===== config.mk =====
export PLATFORM = sky130hd
export DESIGN_NAME = adaptive_valve_duty_controller_unit
export DESIGN_NICKNAME = d
export VERILOG_FILES = /design/src/avdc_pkg.sv /design/src/avdc_ram.sv /design/src/avdc_cfg_regs.sv /design/src/avdc_zone_engine.sv /design/src/avdc_result_fifo.sv /design/src/adaptive_valve_duty_controller_unit.sv
export SDC_FILE = /design/constraint.sdc
export NUM_CORES = 2
export LEC_CHECK = 0
export BUFFER_PORTS_ARGS = -buffer_cell sky130_fd_sc_hd__buf_4
export CAP_MARGIN = 40
export CORE_ASPECT_RATIO = 1.75
export CORE_MARGIN = 2
export CORE_UTILIZATION = 35
export DETAILED_ROUTE_END_ITERATION = 7
export HOLD_SLACK_MARGIN = 0.05
export PLACE_DENSITY_LB_ADDON = 0.05
export SLEW_MARGIN = 30
export SYNTH_ARGS = -nofsm -noshare
export SYNTH_HDL_FRONTEND = slang
export SYNTH_SLANG_ARGS = --single-unit

===== constraint.sdc =====
create_clock -name clk -period 7.15 [get_ports clk]
set_input_delay 0.3575 -clock clk [delete_from_list [all_inputs] [get_ports clk]]
set_output_delay 0.3575 -clock clk [all_outputs]
set_load 0.005 [all_outputs]

===== src/avdc_pkg.sv =====
// ----------------------------------------------------------------------------
// avdc_pkg
// Shared types, register codes and constants of the valve duty controller.
// ----------------------------------------------------------------------------
package avdc_pkg;

    // zone storage
    localparam int ZONES   = 8;
    localparam int ZONE_AW = (ZONES > 1) ? $clog2(ZONES) : 1;
    localparam logic [4:0] ZONE_LIMIT = 5'(ZONES);

    typedef logic [ZONE_AW-1:0] zaddr_t;

    // result queue
    localparam int FIFO_DEPTH = 8;
    localparam int FIFO_AW    = $clog2(FIFO_DEPTH);
    localparam int CNT_W      = FIFO_AW + 1;

    typedef logic [FIFO_AW-1:0] fptr_t;
    typedef logic [CNT_W-1:0]   fcnt_t;

    // register indexes
    localparam logic [2:0] REG_SAMPLE_INTERVAL = 3'd0;
    localparam logic [2:0] REG_HYSTERESIS      = 3'd1;
    localparam logic [2:0] REG_DUTY_STEP       = 3'd2;
    localparam logic [2:0] REG_OVERHEAT_LIMIT  = 3'd3;
    localparam logic [2:0] REG_DEFAULT_DUTY    = 3'd4;
    localparam logic [2:0] REG_MAX_DUTY        = 3'd5;
    localparam logic [2:0] REG_PWM_PERIOD      = 3'd6;
    localparam logic [2:0] REG_ZONE_ENABLE     = 3'd7;

    // register reset values
    localparam logic [15:0] RST_SAMPLE_INTERVAL = 16'd1200;
    localparam logic [8:0]  RST_HYSTERESIS      = 9'd5;
    localparam logic [15:0] RST_DUTY_STEP       = 16'd60;
    localparam logic [11:0] RST_OVERHEAT_LIMIT  = 12'd900;
    localparam logic [15:0] RST_DEFAULT_DUTY    = 16'd600;
    localparam logic [15:0] RST_MAX_DUTY        = 16'd1200;
    localparam logic [15:0] RST_PWM_PERIOD      = 16'd1200;
    localparam logic [7:0]  RST_ZONE_ENABLE     = 8'd0;

    // derived values at reset
    localparam logic [9:0]  RST_PERIOD_DIV    = 10'(RST_PWM_PERIOD / 100);
    localparam logic [16:0] RST_STEP_X2       = 17'(RST_DUTY_STEP) * 17'd2;
    localparam logic [17:0] RST_STEP_X3       = 18'(RST_DUTY_STEP) * 18'd3;
    localparam logic [16:0] RST_MAX_LESS_STEP = 17'(RST_MAX_DUTY) - 17'(RST_DUTY_STEP);

    // period / 100 as multiply by reciprocal, exact for 16-bit periods
    localparam logic [17:0] DIV100_RECIP = 18'd167773;
    localparam int          DIV100_SHIFT = 24;

    // temperature thresholds, tenths of a degree
    localparam logic signed [14:0] TREND_DROP = 15'sd15;
    localparam logic signed [14:0] SLOW_RISE  = 15'sd15;
    localparam logic signed [14:0] FAR_BELOW  = 15'sd30;
    localparam logic signed [14:0] FAR_ABOVE  = 15'sd100;
    localparam logic [2:0]         RISE_LIMIT = 3'd4;

    typedef struct packed {
        logic [15:0] sample_interval;
        logic [8:0]  hysteresis;
        logic [15:0] duty_step;
        logic [11:0] overheat_limit;
        logic [15:0] default_duty;
        logic [15:0] max_duty;
        logic [15:0] pwm_period;
        logic [7:0]  zone_enable;
        logic [9:0]  period_div;
        logic [16:0] step_x2;
        logic [17:0] step_x3;
        logic [16:0] max_less_step;
    } cfg_t;

    typedef struct packed {
        logic [11:0] hist0;
        logic [11:0] hist1;
        logic [11:0] hist2;
        logic [16:0] holdoff;
        logic [15:0] below;
        logic [2:0]  rise;
        logic        hot;
        logic        cold;
        logic        heat;
        logic [15:0] width;
    } zone_rec_t;

    typedef struct packed {
        logic [2:0]  zone;
        logic        valve_open;
        logic        duty_active;
        logic [15:0] pulse_width;
        logic        heat_request;
    } result_t;

    typedef struct packed {
        logic       s1_valid;
        logic [2:0] s1_zone;
        logic       s2_valid;
        logic [2:0] s2_zone;
        logic [1:0] in_flight;
    } pipe_status_t;

endpackage


===== src/avdc_ram.sv =====
// ----------------------------------------------------------------------------
// avdc_ram
// Generic single-port-write, single-port-read RAM with registered read data.
// ----------------------------------------------------------------------------
module avdc_ram #(
    parameter int WIDTH = 8,
    parameter int DEPTH = 8,
    localparam int AW = (DEPTH > 1) ? $clog2(DEPTH) : 1
) (
    input  logic             clk,
    input  logic             wr_en,
    input  logic [AW-1:0]    wr_addr,
    input  logic [WIDTH-1:0] wr_data,
    input  logic [AW-1:0]    rd_addr,
    output logic [WIDTH-1:0] rd_data
);

    logic [WIDTH-1:0] mem_reg [DEPTH];
    logic [WIDTH-1:0] rd_data_reg;

    // write port and registered read
    always_ff @(posedge clk)
    begin
        if (wr_en)
        begin
            mem_reg[wr_addr] <= wr_data;
        end
        rd_data_reg <= mem_reg[rd_addr];
    end

    assign rd_data = rd_data_reg;

endmodule


===== src/avdc_cfg_regs.sv =====
// ----------------------------------------------------------------------------
// avdc_cfg_regs
// Configuration registers and the values derived from them.
// ----------------------------------------------------------------------------
module avdc_cfg_regs (
    input  logic          clk,
    input  logic          rst_n,
    input  logic          wr_en,
    input  logic [2:0]    wr_index,
    input  logic [15:0]   wr_data,
    output avdc_pkg::cfg_t cfg
);

    logic [15:0] sample_interval_reg, sample_interval_next;
    logic [8:0]  hysteresis_reg, hysteresis_next;
    logic [15:0] duty_step_reg, duty_step_next;
    logic [11:0] overheat_limit_reg, overheat_limit_next;
    logic [15:0] default_duty_reg, default_duty_next;
    logic [15:0] max_duty_reg, max_duty_next;
    logic [15:0] pwm_period_reg, pwm_period_next;
    logic [7:0]  zone_enable_reg, zone_enable_next;
    logic [9:0]  period_div_reg, period_div_next;
    logic [16:0] step_x2_reg, step_x2_next;
    logic [17:0] step_x3_reg, step_x3_next;
    logic [16:0] max_less_step_reg, max_less_step_next;
    logic [33:0] period_prod;

    // register writes
    always_comb
    begin
        sample_interval_next = sample_interval_reg;
        hysteresis_next      = hysteresis_reg;
        duty_step_next       = duty_step_reg;
        overheat_limit_next  = overheat_limit_reg;
        default_duty_next    = default_duty_reg;
        max_duty_next        = max_duty_reg;
        pwm_period_next      = pwm_period_reg;
        zone_enable_next     = zone_enable_reg;
        if (wr_en)
        begin
            case (wr_index)
                avdc_pkg::REG_SAMPLE_INTERVAL: sample_interval_next = wr_data;
                avdc_pkg::REG_HYSTERESIS:      hysteresis_next      = wr_data[8:0];
                avdc_pkg::REG_DUTY_STEP:       duty_step_next       = wr_data;
                avdc_pkg::REG_OVERHEAT_LIMIT:  overheat_limit_next  = wr_data[11:0];
                avdc_pkg::REG_DEFAULT_DUTY:    default_duty_next    = wr_data;
                avdc_pkg::REG_MAX_DUTY:        max_duty_next        = wr_data;
                avdc_pkg::REG_PWM_PERIOD:      pwm_period_next      = wr_data;
                avdc_pkg::REG_ZONE_ENABLE:     zone_enable_next     = wr_data[7:0];
                default:                       sample_interval_next = sample_interval_reg;
            endcase
        end
    end

    // derived values, following the registers in the next cycle
    always_comb
    begin
        period_prod        = {18'd0, pwm_period_reg} * {16'd0, avdc_pkg::DIV100_RECIP};
        period_div_next    = period_prod[avdc_pkg::DIV100_SHIFT +: 10];
        step_x2_next       = {duty_step_reg, 1'b0};
        step_x3_next       = {2'b00, duty_step_reg} + {1'b0, duty_step_reg, 1'b0};
        max_less_step_next = {1'b0, max_duty_reg} - {1'b0, duty_step_reg};
    end

    always_ff @(posedge clk or negedge rst_n)
    begin
        if (!rst_n)
        begin
            sample_interval_reg <= avdc_pkg::RST_SAMPLE_INTERVAL;
            hysteresis_reg      <= avdc_pkg::RST_HYSTERESIS;
            duty_step_reg       <= avdc_pkg::RST_DUTY_STEP;
            overheat_limit_reg  <= avdc_pkg::RST_OVERHEAT_LIMIT;
            default_duty_reg    <= avdc_pkg::RST_DEFAULT_DUTY;
            max_duty_reg        <= avdc_pkg::RST_MAX_DUTY;
            pwm_period_reg      <= avdc_pkg::RST_PWM_PERIOD;
            zone_enable_reg     <= avdc_pkg::RST_ZONE_ENABLE;
            period_div_reg      <= avdc_pkg::RST_PERIOD_DIV;
            step_x2_reg         <= avdc_pkg::RST_STEP_X2;
            step_x3_reg         <= avdc_pkg::RST_STEP_X3;
            max_less_step_reg   <= avdc_pkg::RST_MAX_LESS_STEP;
        end
        else
        begin
            sample_interval_reg <= sample_interval_next;
            hysteresis_reg      <= hysteresis_next;
            duty_step_reg       <= duty_step_next;
            overheat_limit_reg  <= overheat_limit_next;
            default_duty_reg    <= default_duty_next;
            max_duty_reg        <= max_duty_next;
            pwm_period_reg      <= pwm_period_next;
            zone_enable_reg     <= zone_enable_next;
            period_div_reg      <= period_div_next;
            step_x2_reg         <= step_x2_next;
            step_x3_reg         <= step_x3_next;
            max_less_step_reg   <= max_less_step_next;
        end
    end

    // register bank out
    always_comb
    begin
        cfg.sample_interval = sample_interval_reg;
        cfg.hysteresis      = hysteresis_reg;
        cfg.duty_step       = duty_step_reg;
        cfg.overheat_limit  = overheat_limit_reg;
        cfg.default_duty    = default_duty_reg;
        cfg.max_duty        = max_duty_reg;
        cfg.pwm_period      = pwm_period_reg;
        cfg.zone_enable     = zone_enable_reg;
        cfg.period_div      = period_div_reg;
        cfg.step_x2         = step_x2_reg;
        cfg.step_x3         = step_x3_reg;
        cfg.max_less_step   = max_less_step_reg;
    end

endmodule


===== src/avdc_zone_engine.sv =====
// ----------------------------------------------------------------------------
// avdc_zone_engine
// Per-zone read-modify-write pipeline over the zone state memory.
// ----------------------------------------------------------------------------
module avdc_zone_engine (
    input  logic                   clk,
    input  logic                   rst_n,
    input  logic                   accept,
    input  logic [2:0]             zone,
    input  logic [11:0]            measured_temp,
    input  logic [11:0]            target_temp,
    input  logic [15:0]            cycle_timer,
    input  logic                   sample_tick,
    input  avdc_pkg::cfg_t         cfg,
    output avdc_pkg::pipe_status_t status,
    output logic                   res_valid,
    output avdc_pkg::result_t      res
);

    // width update selections for the second stage
    localparam logic [2:0] WOP_KEEP = 3'd0;
    localparam logic [2:0] WOP_ADD  = 3'd1;
    localparam logic [2:0] WOP_HEAT = 3'd2;
    localparam logic [2:0] WOP_DEC1 = 3'd3;
    localparam logic [2:0] WOP_DEC2 = 3'd4;

    localparam int REC_W = $bits(avdc_pkg::zone_rec_t);

    function automatic logic signed [14:0] sx15(input logic [11:0] v);
        return $signed({{3{v[11]}}, v});
    endfunction

    // state memory and valid bits
    logic [REC_W-1:0]      rd_data;
    logic                  wr_en;
    avdc_pkg::zaddr_t      rd_addr;
    avdc_pkg::zone_rec_t   wr_rec;
    logic [avdc_pkg::ZONES-1:0] seen_reg, seen_next;
    logic                  in_range;

    // stage 1 registers
    logic        s1_valid_reg, s1_valid_next;
    logic [2:0]  s1_zone_reg;
    logic        s1_range_reg;
    logic        s1_seen_reg;
    logic [11:0] s1_meas_reg;
    logic [11:0] s1_targ_reg;
    logic [15:0] s1_ct_reg;
    logic        s1_tick_reg;

    // stage 1 logic
    avdc_pkg::zone_rec_t rec;
    avdc_pkg::zone_rec_t rec_next;
    logic [11:0]       hist1_new, hist2_new;
    logic signed [14:0] mx, ax, bx, tx, hyst_x, hi, lo, top_x;
    logic signed [14:0] d_am, d_ma, d_lom, d_ahi, d_bhi, d_mhi;
    logic              hold_busy, m_gt_hi, m_lt_lo, m_hot;
    logic              c1, c2, fall, rising, far_below, far_above, slow_rise;
    logic              ovh_all, ge_w, ge_d, ovh_cap;
    logic [15:0]       sub1;
    logic [15:0]       below_inc;
    logic              below_hit_next;
    logic [2:0]        op_next;
    logic [16:0]       add_next;

    // stage 2 registers
    logic                s2_valid_reg;
    logic [2:0]          s2_zone_reg;
    logic                s2_range_reg;
    avdc_pkg::zone_rec_t s2_rec_reg;
    logic [2:0]          s2_op_reg;
    logic [16:0]         s2_add_reg;
    logic                s2_below_hit_reg;
    logic [15:0]         s2_ct_reg;

    // stage 2 logic
    logic [15:0] wa, w3, heat_sat, heat_w, add_w, dec1_w, dec2_w, width_next;
    logic [17:0] heat_sum;
    logic [16:0] add_sum, dec2_diff;

    // stage 3 registers
    logic        s3_valid_reg;
    logic [2:0]  s3_zone_reg;
    logic        s3_range_reg;
    logic [15:0] s3_width_reg;
    logic        s3_heat_reg;
    logic [15:0] s3_ct_reg;

    // stage 3 logic
    logic signed [17:0] window_lo;
    logic               active;

    assign rd_addr  = avdc_pkg::zaddr_t'(zone);
    assign in_range = {2'b00, zone} < avdc_pkg::ZONE_LIMIT;

    avdc_ram #(
        .WIDTH (REC_W),
        .DEPTH (avdc_pkg::ZONES)
    ) u_state_ram (
        .clk     (clk),
        .wr_en   (wr_en),
        .wr_addr (avdc_pkg::zaddr_t'(s2_zone_reg)),
        .wr_data (wr_rec),
        .rd_addr (rd_addr),
        .rd_data (rd_data)
    );

    // stage 1: operands, trend and band decisions
    always_comb
    begin
        rec = s1_seen_reg ? avdc_pkg::zone_rec_t'(rd_data) : '0;

        hist1_new = s1_tick_reg ? rec.hist0 : rec.hist1;
        hist2_new = s1_tick_reg ? rec.hist1 : rec.hist2;

        mx     = sx15(s1_meas_reg);
        ax     = sx15(hist2_new);
        bx     = sx15(hist1_new);
        tx     = sx15(s1_targ_reg);
        hyst_x = $signed({6'b000000, cfg.hysteresis});
        hi     = tx + hyst_x;
        lo     = tx - hyst_x;
        top_x  = sx15(cfg.overheat_limit);

        d_am  = ax - mx;
        d_ma  = mx - ax;
        d_lom = lo - mx;
        d_ahi = ax - hi;
        d_bhi = bx - hi;
        d_mhi = mx - hi;

        hold_busy = rec.holdoff != 17'd0;
        m_gt_hi   = mx > hi;
        m_lt_lo   = mx < lo;
        m_hot     = mx > top_x;
        fall      = (ax > bx) && (bx > mx);
        rising    = (ax < bx) && (bx < mx);
        far_below = d_lom > avdc_pkg::FAR_BELOW;
        far_above = (d_ahi > avdc_pkg::FAR_ABOVE) && (d_bhi > avdc_pkg::FAR_ABOVE)
                    && (d_mhi > avdc_pkg::FAR_ABOVE);
        slow_rise = d_ma < avdc_pkg::SLOW_RISE;

        c1 = m_gt_hi && rec.heat && !rec.hot;
        c2 = !rec.cold && fall && (d_am > avdc_pkg::TREND_DROP);

        // overheat fallbacks to the default width
        ovh_all = m_hot && (bx > top_x) && (ax > top_x);
        ge_w    = $signed({1'b0, rec.width}) >= $signed(cfg.max_less_step);
        ge_d    = $signed({1'b0, cfg.default_duty}) >= $signed(cfg.max_less_step);
        ovh_cap = m_hot && (ovh_all ? ge_d : ge_w);

        sub1      = (rec.width > cfg.duty_step) ? (rec.width - cfg.duty_step) : 16'd0;
        below_inc = (rec.below != 16'hFFFF) ? (rec.below + 16'd1) : rec.below;
        below_hit_next = below_inc > {6'b000000, cfg.period_div};

        rec_next       = rec;
        rec_next.hist1 = hist1_new;
        rec_next.hist2 = hist2_new;
        rec_next.hist0 = s1_tick_reg ? s1_meas_reg : rec.hist0;
        op_next        = WOP_KEEP;
        add_next       = 17'd0;

        if (hold_busy)
        begin
            // hold-off running: overshoot and falling-trend reactions
            rec_next.holdoff = rec.holdoff - 17'd1;
            rec_next.width   = c1 ? sub1 : rec.width;
            if (c1)
            begin
                rec_next.heat = 1'b0;
                rec_next.rise = 3'd0;
                rec_next.hot  = 1'b1;
            end
            if (c2)
            begin
                rec_next.cold = 1'b1;
                op_next       = WOP_ADD;
            end
        end
        else
        begin
            rec_next.width = (ovh_all || ovh_cap) ? cfg.default_duty : rec.width;
            if (m_lt_lo)
            begin
                // below band: heat more
                rec_next.below   = below_inc;
                rec_next.cold    = 1'b0;
                rec_next.heat    = 1'b1;
                rec_next.holdoff = {cfg.pwm_period, 1'b0};
                op_next          = WOP_HEAT;
                if (rising)
                begin
                    if (rec.rise < avdc_pkg::RISE_LIMIT)
                    begin
                        rec_next.rise = rec.rise + 3'd1;
                    end
                    else if (slow_rise)
                    begin
                        add_next = {1'b0, cfg.duty_step};
                    end
                end
                else
                begin
                    add_next = far_below ? cfg.step_x2 : {1'b0, cfg.duty_step};
                end
            end
            else
            begin
                rec_next.heat  = 1'b0;
                rec_next.below = 16'd0;
                rec_next.hot   = 1'b0;
                rec_next.rise  = 3'd0;
                if (m_gt_hi)
                begin
                    // above band: back off
                    if (fall)
                    begin
                        op_next = far_above ? WOP_DEC2 : WOP_KEEP;
                    end
                    else
                    begin
                        op_next          = WOP_DEC1;
                        rec_next.holdoff = {1'b0, cfg.pwm_period};
                    end
                end
                else
                begin
                    rec_next.cold = 1'b0;
                end
            end
        end
    end

    // stage 2: final width and write back
    always_comb
    begin
        wa = s2_rec_reg.width;

        w3       = (s2_below_hit_reg && (wa < cfg.default_duty)) ? cfg.default_duty : wa;
        heat_sum = {2'b00, w3} + {1'b0, s2_add_reg};
        heat_sat = (heat_sum > 18'h0FFFF) ? 16'hFFFF : heat_sum[15:0];
        heat_w   = (heat_sat > cfg.max_duty) ? cfg.max_duty : heat_sat;

        add_sum = {1'b0, wa} + {1'b0, cfg.duty_step};
        add_w   = add_sum[16] ? 16'hFFFF : add_sum[15:0];

        dec1_w    = ({1'b0, wa} < cfg.step_x2) ? cfg.duty_step : (wa - cfg.duty_step);
        dec2_diff = {1'b0, wa} - cfg.step_x2;
        dec2_w    = ({2'b00, wa} < cfg.step_x3) ? cfg.duty_step : dec2_diff[15:0];

        case (s2_op_reg)
            WOP_KEEP: width_next = wa;
            WOP_ADD:  width_next = add_w;
            WOP_HEAT: width_next = heat_w;
            WOP_DEC1: width_next = dec1_w;
            WOP_DEC2: width_next = dec2_w;
            default:  width_next = wa;
        endcase

        wr_rec       = s2_rec_reg;
        wr_rec.width = width_next;
        wr_en        = s2_valid_reg && s2_range_reg;
    end

    // zones written at least once
    always_comb
    begin
        seen_next = seen_reg;
        if (wr_en)
        begin
            seen_next[avdc_pkg::zaddr_t'(s2_zone_reg)] = 1'b1;
        end
    end

    assign s1_valid_next = accept;

    // control state
    always_ff @(posedge clk or negedge rst_n)
    begin
        if (!rst_n)
        begin
            seen_reg     <= '0;
            s1_valid_reg <= 1'b0;
            s2_valid_reg <= 1'b0;
            s3_valid_reg <= 1'b0;
        end
        else
        begin
            seen_reg     <= seen_next;
            s1_valid_reg <= s1_valid_next;
            s2_valid_reg <= s1_valid_reg;
            s3_valid_reg <= s2_valid_reg;
        end
    end

    // pipeline payload
    always_ff @(posedge clk)
    begin
        if (accept)
        begin
            s1_zone_reg  <= zone;
            s1_range_reg <= in_range;
            s1_seen_reg  <= seen_reg[rd_addr];
            s1_meas_reg  <= measured_temp;
            s1_targ_reg  <= target_temp;
            s1_ct_reg    <= cycle_timer;
            s1_tick_reg  <= sample_tick;
        end
        s2_zone_reg      <= s1_zone_reg;
        s2_range_reg     <= s1_range_reg;
        s2_rec_reg       <= rec_next;
        s2_op_reg        <= op_next;
        s2_add_reg       <= add_next;
        s2_below_hit_reg <= below_hit_next;
        s2_ct_reg        <= s1_ct_reg;
        s3_zone_reg      <= s2_zone_reg;
        s3_range_reg     <= s2_range_reg;
        s3_width_reg     <= width_next;
        s3_heat_reg      <= s2_rec_reg.heat;
        s3_ct_reg        <= s2_ct_reg;
    end

    // stage 3: pulse window and valve drive
    always_comb
    begin
        window_lo = $signed({2'b00, cfg.pwm_period}) - $signed({2'b00, s3_width_reg});
        active    = $signed({2'b00, s3_ct_reg}) > window_lo;

        res.zone         = s3_zone_reg;
        res.duty_active  = s3_range_reg && active;
        res.valve_open   = s3_range_reg && active && cfg.zone_enable[s3_zone_reg];
        res.pulse_width  = s3_range_reg ? s3_width_reg : 16'd0;
        res.heat_request = s3_range_reg && s3_heat_reg;
        res_valid        = s3_valid_reg;
    end

    // occupancy and hazard info for the front end
    always_comb
    begin
        status.s1_valid  = s1_valid_reg;
        status.s1_zone   = s1_zone_reg;
        status.s2_valid  = s2_valid_reg;
        status.s2_zone   = s2_zone_reg;
        status.in_flight = {1'b0, s1_valid_reg} + {1'b0, s2_valid_reg}
                           + {1'b0, s3_valid_reg};
    end

endmodule


===== src/avdc_result_fifo.sv =====
// ----------------------------------------------------------------------------
// avdc_result_fifo
// Result queue between the zone pipeline and the output channel.
// ----------------------------------------------------------------------------
module avdc_result_fifo (
    input  logic              clk,
    input  logic              rst_n,
    input  logic              push,
    input  avdc_pkg::result_t push_data,
    input  logic              pop,
    output avdc_pkg::result_t head,
    output avdc_pkg::fcnt_t   count
);

    avdc_pkg::result_t mem_reg [avdc_pkg::FIFO_DEPTH];
    avdc_pkg::fptr_t   wr_ptr_reg, wr_ptr_next;
    avdc_pkg::fptr_t   rd_ptr_reg, rd_ptr_next;
    avdc_pkg::fcnt_t   count_reg, count_next;

    // pointer and fill count
    always_comb
    begin
        wr_ptr_next = push ? (wr_ptr_reg + avdc_pkg::fptr_t'(1)) : wr_ptr_reg;
        rd_ptr_next = pop ? (rd_ptr_reg + avdc_pkg::fptr_t'(1)) : rd_ptr_reg;
        count_next  = count_reg;
        if (push && !pop)
        begin
            count_next = count_reg + avdc_pkg::fcnt_t'(1);
        end
        else if (pop && !push)
        begin
            count_next = count_reg - avdc_pkg::fcnt_t'(1);
        end
    end

    always_ff @(posedge clk or negedge rst_n)
    begin
        if (!rst_n)
        begin
            wr_ptr_reg <= '0;
            rd_ptr_reg <= '0;
            count_reg  <= '0;
        end
        else
        begin
            wr_ptr_reg <= wr_ptr_next;
            rd_ptr_reg <= rd_ptr_next;
            count_reg  <= count_next;
        end
    end

    // entry storage
    always_ff @(posedge clk)
    begin
        if (push)
        begin
            mem_reg[wr_ptr_reg] <= push_data;
        end
    end

    assign head  = mem_reg[rd_ptr_reg];
    assign count = count_reg;

endmodule


===== src/adaptive_valve_duty_controller_unit.sv =====
// ----------------------------------------------------------------------------
// adaptive_valve_duty_controller_unit: multi-zone slow-PWM valve controller
// Result path: a taken zone transaction passes pipeline stages 1, 2 and 3, then the result queue.
// Throughput: one zone per cycle while the result queue has room; a repeat of a zone still in the state RMW waits.
// Reset (async rst_n) clears timers and queue, loads register reset values; zone state reads zero until first written.
// ----------------------------------------------------------------------------
module adaptive_valve_duty_controller_unit (
    input  logic               clk,
    input  logic               rst_n,
    // zone transactions
    input  logic               item_valid,
    output logic               item_stall,
    input  logic [2:0]         zone,
    input  logic signed [11:0] measured_temp,
    input  logic signed [11:0] target_temp,
    input  logic               last_zone,
    // result transactions
    output logic               result_valid,
    input  logic               result_stall,
    output logic [2:0]         zone_out,
    output logic               valve_open,
    output logic               duty_active,
    output logic [15:0]        pulse_width,
    output logic               heat_request,
    // configuration writes
    input  logic               cfg_valid,
    output logic               cfg_ready,
    input  logic [2:0]         cfg_index,
    input  logic [15:0]        cfg_data
);

    avdc_pkg::cfg_t         cfg;
    avdc_pkg::pipe_status_t status;
    avdc_pkg::result_t      res;
    avdc_pkg::result_t      head;
    avdc_pkg::fcnt_t        fifo_count;
    avdc_pkg::fcnt_t        occupancy;
    logic                   res_valid;
    logic                   accept;
    logic                   queue_full;
    logic                   zone_hazard;
    logic                   pop;
    logic [15:0]            cycle_timer_reg, cycle_timer_next;
    logic [15:0]            sample_timer_reg, sample_timer_next;
    logic [15:0]            cycle_load, sample_load;

    assign cfg_ready = 1'b1;

    avdc_cfg_regs u_cfg (
        .clk      (clk),
        .rst_n    (rst_n),
        .wr_en    (cfg_valid && cfg_ready),
        .wr_index (cfg_index),
        .wr_data  (cfg_data),
        .cfg      (cfg)
    );

    // admission: room for every result in flight, no open RMW on the same zone
    always_comb
    begin
        occupancy   = avdc_pkg::fcnt_t'(status.in_flight) + fifo_count;
        queue_full  = occupancy >= avdc_pkg::fcnt_t'(avdc_pkg::FIFO_DEPTH);
        zone_hazard = (status.s1_valid && (status.s1_zone == zone))
                      || (status.s2_valid && (status.s2_zone == zone));
        item_stall  = queue_full || zone_hazard;
        accept      = item_valid && !item_stall;
    end

    // shared period and sample timers, advanced after the last zone of a tick
    always_comb
    begin
        cycle_load        = (cycle_timer_reg == 16'd0) ? cfg.pwm_period : cycle_timer_reg;
        sample_load       = (sample_timer_reg == 16'd0) ? cfg.sample_interval : sample_timer_reg;
        cycle_timer_next  = cycle_timer_reg;
        sample_timer_next = sample_timer_reg;
        if (accept && last_zone)
        begin
            cycle_timer_next  = cycle_load - 16'd1;
            sample_timer_next = sample_load - 16'd1;
        end
    end

    always_ff @(posedge clk or negedge rst_n)
    begin
        if (!rst_n)
        begin
            cycle_timer_reg  <= 16'd0;
            sample_timer_reg <= 16'd0;
        end
        else
        begin
            cycle_timer_reg  <= cycle_timer_next;
            sample_timer_reg <= sample_timer_next;
        end
    end

    avdc_zone_engine u_engine (
        .clk           (clk),
        .rst_n         (rst_n),
        .accept        (accept),
        .zone          (zone),
        .measured_temp (measured_temp),
        .target_temp   (target_temp),
        .cycle_timer   (cycle_timer_reg),
        .sample_tick   (sample_timer_reg == 16'd0),
        .cfg           (cfg),
        .status        (status),
        .res_valid     (res_valid),
        .res           (res)
    );

    avdc_result_fifo u_fifo (
        .clk       (clk),
        .rst_n     (rst_n),
        .push      (res_valid),
        .push_data (res),
        .pop       (pop),
        .head      (head),
        .count     (fifo_count)
    );

    // result channel
    always_comb
    begin
        result_valid = fifo_count != '0;
        pop          = result_valid && !result_stall;
        zone_out     = head.zone;
        valve_open   = head.valve_open;
        duty_active  = head.duty_active;
        pulse_width  = head.pulse_width;
        heat_request = head.heat_request;
    end

endmodule


==> impl_metrics.toml <==
[status]
outcome = "completed"

[grt]
grt_max_degree = 90
antenna_found_initial = 11
grt_usage_pct = 21.58
grt_pass1_wl_um = 327500
grt_pass1_vias = 47590
grt-ovfl-total = 0

[routing]
top_signal_layer_used = "met5"
dr_total_vias = 44550
route.met3.wl_um = 5984
first_iter_violations = 2428
drc = 0
ant_nets = 0
wirelength_um = 225600
vias_per_cell = 5.319
met2_length_um = 123500
dr.pass1.iters = 5
wl_per_cell_um = 26.93
wl_met1_um = 85820

[setup_path]
critPathKind = "register to register"
critPathMaxFanout = 7
startpoint_type = "register"
cp_common_cell = "a21o_1"
critPathMaxStageDelay_ns = 0.37
regToRegSetupSlack_ns = 0.20
required_ns = 7.58
endpoint_kind = "register"
cp_slowest_cell = "a311oi_2"
arrival_ns = 7.38

[finish]
nets = 6299
layout-drive-gt1-share_pct = 18.95
largest_reg_flops = 728
fin_util_pct = 40.42
fin_area_mm2 = 0.08207
syn_to_final_growth_pct = 15.08

[place]
place_area_mm2 = 0.07616
detailed_place_hpwl_um = 159400
place.port_buffers = 75
place_congestion = 0.8978

[sta]
setup_violations = 0
slew_headroom_pct = 23.91
worst_slew_pin_slew_ns = 1.127
fin_crit_ns = 6.951
fmax_ghz = 0.1439
hold_viol = 0
min_period_over_period_pct = 97.22
skew_ns = 0.06268
tns_ns = 0
maxSlewViolCount = 0

[yosys]
ys_warn_count = 0
synthesis.area_mm2 = 0.07131
postSynthAreaPerCell_um2 = 13.43
synth_cell_types = 92
synth_seq_area_share_pct = 55.07
synthTopCellsByArea = "edfxtp_1 (40%), ha_1 (9.1%), mux4_2 (7.3%), dfxtp_1 (7.2%), dfrtp_1 (6.4%)"
ys.flop_type = "edfxtp_1"
synth-edff-count = 949
syn_nets = 6001
yosysTopAreaCell = "edfxtp_1"
synth_top_area_share_pct = 39.96
synthArstFlopShare_pct = 15.54
ys_seq_elements = 1429
syn-instance-count = 5310

[power_and_ir_drop]
seqPwrFrac_pct = 29.4
switchingPower_mw = 17.65
internal-power_mw = 25.25
switching_share_pct = 41.14
design_power_total_mw = 42.90
ir_drop_v = 0.0006754
power_frac_comb_pct = 51.6
p_clk_share_pct = 19.0
p_per_area_mw_per_mm2 = 522.8
leakage_nw = 31.84

[cts]
cts_buffer_depth = 4
clk_latency_ns = 0.81
clk_pin_slew_worst_paths_ns = 0.06
ctsHtreeMaxLevel = 4
cts_tree = "yes"
cts-root-buf = "clkbuf_16"
cts_num_sinks = 1429
numCtsBuffers = 153

[floorplan]
ioPinCount = 77
initial_utilization_pct = 35.12
dieArea_mm2 = 0.2075
die_w_um = 345.2
die_height_um = 601.1
row_count = 219
core_area_mm2 = 0.2030

[run]
max-cap-violations = 0

[hold_path]
hold_path.class = "input port to register"
worst max-delay path: cells and delay by family (launching register included):
family,cells,cell delay [ns]
flops,1,0.33
simple gates,4,0.41
buf+inv,4,0.47
mux,1,0.26
compound gates,21,4.15
fa+ha+maj,4,0.98
cell usage in the layout, fill, tap and decap left out, types with 26 or more instances in the layout:
master,Yosys,routed
mux4_2,230,230
a31oi_1,40,37
o21a_1,41,41
nand2b_1,37,37
inv_1,448,448
dfstp_2,41,41
dfrtp_1,181,179
fa_1,119,118
nand3_1,82,81
dlygate4sd3_1,0,46
nand2_1,320,317
a22o_1,30,30
a211oi_1,27,26
edfxtp_1,949,949
nor2b_1,58,58
ha_1,520,517
xor2_1,53,53
o21ai_0,206,197
a21oi_1,246,239
mux2i_1,28,27
clkbuf_16,0,157
mux2_2,227,227
nor3_1,66,59
dfxtp_1,258,258
nand4_1,46,46
clkbuf_1,125,29
nor2_1,221,207
buf_4,2,231
a21o_1,86,86
xnor2_1,136,136
per-layer routing:
metal	GRT usage, %	vias to the layer above
li1	-	20410
met1	23.77	23050
met2	41.84	751
met3	2.074	339
met4	8.879	2
met5	0	-
worst paths after layout:
check | cells after the start | startpoint | endpoint
hold reg to reg | 0 | u_engine.s2_ct_reg[6]$_DFF_P_ | u_engine.s3_ct_reg[6]$_DFF_P_
max in group asynchronous | 4 | rst_n | u_cfg.duty_step_reg[2]$_DFFE_PN1P_
setup reg to reg | 34 | u_cfg.default_duty_reg[1]$_DFFE_PN0P_ | u_engine.u_state_ram.mem_reg[6][8]$_DFFE_PP_
min in group asynchronous | 2 | rst_n | cycle_timer_reg[9]$_DFFE_PN0P_
hold / removal | 3 | cfg_data[0] | u_cfg.default_duty_reg[0]$_DFFE_PN0P_
setup / recovery | 34 | u_cfg.default_duty_reg[1]$_DFFE_PN0P_ | u_engine.u_state_ram.mem_reg[6][8]$_DFFE_PP_
cell families after synthesis:
group | synth area share, %
AOI/OAI and AO/OA | 8.987
xor gates and xnor gates | 2.321
adders and majority gates | 12.46
buffers and inverters | 3.270
DFF | 55.07
muxes | 11.24
other | 0.005259
and+or+nand+nor | 6.644
final cells by class:
type / count / area (um^2)
Multi-Input combinational cell: 3269 / 30070
Antenna cell: 3 / 7.507
Fill cell: 19010 / 121000
Sequential cell: 1429 / 39270
Tap cell: 2652 / 3318
Inverter: 448 / 1682
Timing Repair Buffer: 307 / 2698
Clock buffer: 200 / 4230
Clock inverter: 68 / 794.5
synthesized netlist by cell type, types with 18 or more instances:
cell type	count
mux2_2	227
dfrtp_1	181
mux4_2	230
a21boi_0	21
or3_1	24
inv_1	448
nor4_1	20
o211ai_1	21
o21ai_0	206
clkbuf_1	125
xnor2_1	136
or2_2	20
a21oi_1	246
nor2b_1	58
nand4_1	46
o31ai_1	21
fa_1	119
a21o_1	86
o21bai_1	24
a22o_1	30
ha_1	520
nand2_1	320
dfxtp_1	258
o21a_1	41
and2_1	26
o22ai_1	18
nand3_1	82
edfxtp_1	949
xor2_1	53
dfstp_2	41
a211oi_1	27
nor2_1	221
nand2b_1	37
mux2i_1	28
buf_1	33
a31oi_1	40
nor3_1	66
power groups by stage:
stage / clock [mW] / combinational, mW / sequential (mW)
finish: 8.13 / 22.1 / 12.6
global route: 8.65 / 24.7 / 12.8
CTS: 8.39 / 22.3 / 12.7
detailed placement: 0 / 22.0 / 12.8
global placement: 0 / 21.9 / 12.8
floorplan: 0 / 14.6 / 12.2
repair_timing:
action / CTS / global route
hold buffers: 46 / 0
pin swaps: 6 / 19
endpoints found under the setup margin: 124 / 142
buffers inserted: 3 / 5
gates cloned: 0 / 3
resized for setup: 19 / 34
endpoints found under the hold margin: 167 / 0
stage by stage:
stage / hold slack [ns] / std cells / worst slack [ns]
global placement: 0.3121 / 8035 / -0.2371
finish: 0.09557 / 8376 / 0.1990
detailed placement: 0.3128 / 8044 / -0.2750
CTS: 0.05077 / 8361 / 0.006690
global route: 0.1083 / 8374 / -0.07039
floorplan: 0.06191 / 5310 / 0.01302
(Power assumes the default switching activity.)
